[config.mk]
export PLATFORM = sky130hd
export DESIGN_NAME = grp_ram
export DESIGN_NICKNAME = d
export VERILOG_FILES = /design/src/design/grp_ram.sv
export SDC_FILE = /design/constraint.sdc
export NUM_CORES = 1
export LEC_CHECK = 0
export ABC_AREA = 1
export CORE_MARGIN = 10
export CORE_UTILIZATION = 35
export DETAILED_ROUTE_END_ITERATION = 10
export DONT_BUFFER_PORTS = 1
export PLACE_DENSITY_LB_ADDON = 0.25
export SLEW_MARGIN = 10
export SYNTH_ARGS = -nofsm -noshare
export SYNTH_HDL_FRONTEND = slang
export SYNTH_SLANG_ARGS = --single-unit
export TNS_END_PERCENT = 100
[constraint.sdc]
create_clock -name clock -period 1 [get_ports clock]
set_input_delay 0.1 -clock clock [delete_from_list [all_inputs] [get_ports clock]]
set_output_delay 0.1 -clock clock [all_outputs]
set_load 0.03 [all_outputs]
[src/design/grp_ram.sv]
// ----------------------------------------------------------------------------
// grp_ram
// Generic single-write, single-read RAM with a registered read port.
// ----------------------------------------------------------------------------
module grp_ram #(
   parameter int WIDTH = 8,
   parameter int DEPTH = 16
) (
   input  logic                     clock,
   input  logic                     wr_en,
   input  logic [$clog2(DEPTH)-1:0] wr_addr,
   input  logic [WIDTH-1:0]         wr_data,
   input  logic [$clog2(DEPTH)-1:0] rd_addr,
   output logic [WIDTH-1:0]         rd_data
);

   logic [WIDTH-1:0] mem [DEPTH];
   logic [WIDTH-1:0] rd_data_ff;

   always_ff @(posedge clock) begin
      if (wr_en) begin
         mem[wr_addr] <= wr_data;
      end
      rd_data_ff <= mem[rd_addr];
   end

   assign rd_data = rd_data_ff;

endmodule
==> results.ini <==
[run_status]
run_status = finished with violations
violations = hold timing

[global_route]
antenna_found_initial = 0
gr-usage-met3 = 0.0361
busiest_layer = met2
grt_max_degree = 66
met1_usage = 0.157
grtUsageTotal = 0.125
grt_pass1_wl_microns = 20500
grt_overflow = 0
grtUsageMet2 = 0.195
grt_pass1_vias = 3585

[clock_network]
cts.clk_slew.worst_paths_ns = 0.06
cts_root_buffer = clkbuf_16
cts_hold_buf = 5
cts_tree = done
numCtsBuffers = 17
cts.sinks = 136
cts_buffer_depth = 2
clk_latency_ns = 0.42
h-tree-depth = 4

[placed_design]
routabilityCongestion = 0.815
io_buffers = 0
dpl_cell_area_sq_um = 6130
dp_hpwl_microns = 8260
pre_cts_slack_ns = -0.0186
post-place-cells = 767

[power]
clkPwrFrac = 0.483
p_seq_frac = 0.469
p_int_mw = 11.1
p_sw_frac = 0.198
power_frac_comb = 0.048
peakVddDrop_mv = 1.22
powerDensity_nw_per_um2 = 1980
power_switching_mw = 2.76
leakage_nw = 2.97
power_mw = 13.9

[worst_setup_path]
crit_type = reg -> out
cp_max_fo = 1
crit_required_ns = 0.90
rrSetupSlack_ns = 0.04
cp-end-kind = output port
start_kind = flop
r2r-start = mem[7][5]$_DFFE_PP_
startpoint = rd_data[5]$_DFF_P_
rr_worst_depth = 6
r2r-end = rd_data[5]$_DFF_P_
worst_ep_arrival_time_ns = 0.86

[min_path]
hold_depth = 0
hp-class = in -> reg
whs_endpoint = mem[4][2]$_DFFE_PP_
hold_path.startpoint = wr_data[2]

[floorplanning]
die_h_microns = 148
rows = 46
die_area_sq_um = 22000
pin_count = 26
start_util = 0.360
dieWidth_microns = 148
core-area_sq_um = 16000

[timing]
tightest_slew_ns = 0.702
min_period_over_period = 0.958
whs_ns = -0.225
skew_ns = 0.00899
rsz0062_at_grt = true
final-hold-violation-count = 56
min_period_ns = 0.958
slew_violations = 0
setup_viol = 0
relSlewSlack = 0.532
fmax_ghz = 1.04
final.setup.worst_slack_ns = 0.0418

[layout]
final_common_cell = nand2_1
drive_gt1_frac = 0.170
areaGrowthSynthToFinish_pct = 21.5
stdcell_area_sq_um = 7000
layout.cells.non_filler = 804
diodes = 0
final_cell_mix = nand2_1, edfxtp_1, inv_1, nand3_1, nand3_2
nets = 593

[drt]
vias = 3649
routed_wirelength_microns = 13200
first_iter_violations = 206
wire_per_inst_microns = 16.4
vias_per_cell = 4.54
drt_first_pass_iters = 4
ant_nets = 0
drc = 0

[flow_run]
drv_cap = 0

[synth]
syn_nets = 569
ys_types = 12
seq_area_frac_synth = 0.694
ys_seq_elements = 136
syn_area_sq_um = 5770
synth_cells = 551
synth_area_per_cell_sq_um = 10.5
yosysWarnings = 0

[how the worst max path moves through the flow]
stage,to,cells after the start
4_1_cts,rd_data[3]$_DFF_P_,6
2_1_floorplan,mem[10][0]$_DFFE_PP_,2
3_5_place_dp,rd_data[7]$_DFF_P_,7
6_report,rd_data[5],0
3_3_place_gp,rd_data[7]$_DFF_P_,6
5_1_grt,rd_data[6]$_DFF_P_,6
[through the flow]
stage          hold slack (ns)  setup TNS, ns  utilization
6_report                -0.225              0        0.438
5_1_grt                 -0.245        -0.0309        0.438
4_1_cts                 -0.252              0        0.428
3_5_place_dp             0.200         -0.111        0.383
3_3_place_gp             0.200       -0.00235        0.383
2_1_floorplan            0.199          -4.12            -
[worst register-to-register path, delay by kind of cell (launching register included)]
kind,cells,cell delay [ns]
simple gates,5,0.42
flops,1,0.36
buf+inv,1,0.06
[state kept, by name (all words and copies together) (netlist names)]
| register | cells |
|---|---|
| rd_data | 8 |
| mem | 128 |
[per-layer routing]
layer	up-vias	wire, microns
met5	-	0
met4	0	344
met3	23	972
met2	92	6290
met1	1715	5590
li1	1819	-
[synth_stat cells]
cell type / number / area share
edfxtp_1: 128 / 0.67
buf_4: 4 / 0.0052
dfxtp_1: 8 / 0.028
nor2_1: 17 / 0.011
buf_1: 1 / 0.00065
inv_2: 2 / 0.0013
inv_1: 100 / 0.065
nand3_1: 97 / 0.084
nand2_1: 173 / 0.11
buf_6: 6 / 0.012
nand3b_1: 2 / 0.0026
buf_2: 13 / 0.011
[kinds of logic after synthesis]
logic type,synth area share
simple gates,0.210
flops,0.694
buf+inv,0.0952
[power groups by stage]
stage	Sequential (mW)	Combinational (mW)	Clock, mW
finish	6.51	0.670	6.71
CTS	6.51	0.626	6.85
detailed placement	6.62	0.548	0
global placement	6.62	0.546	0
floorplan	6.60	0.452	0
global route	6.52	0.753	7.12
[cell type report]
type	count	area [sq um]
sequential	136	4010
inverter	102	383
fill	1526	9000
multi-input combinational	289	1380
timing repair buffer	29	310
clock inverter	7	138
clock buffer	25	505
tap	216	270
[repair_timing]
action | 4_1_cts | 5_1_grt
pin swaps | 0 | 12
setup endpoints to repair | 10 | 24
gates resized for setup | 11 | 35
endpoints found under the hold margin | 136 | 56
buffers inserted | 0 | 0
(Power assumes the default switching activity.)
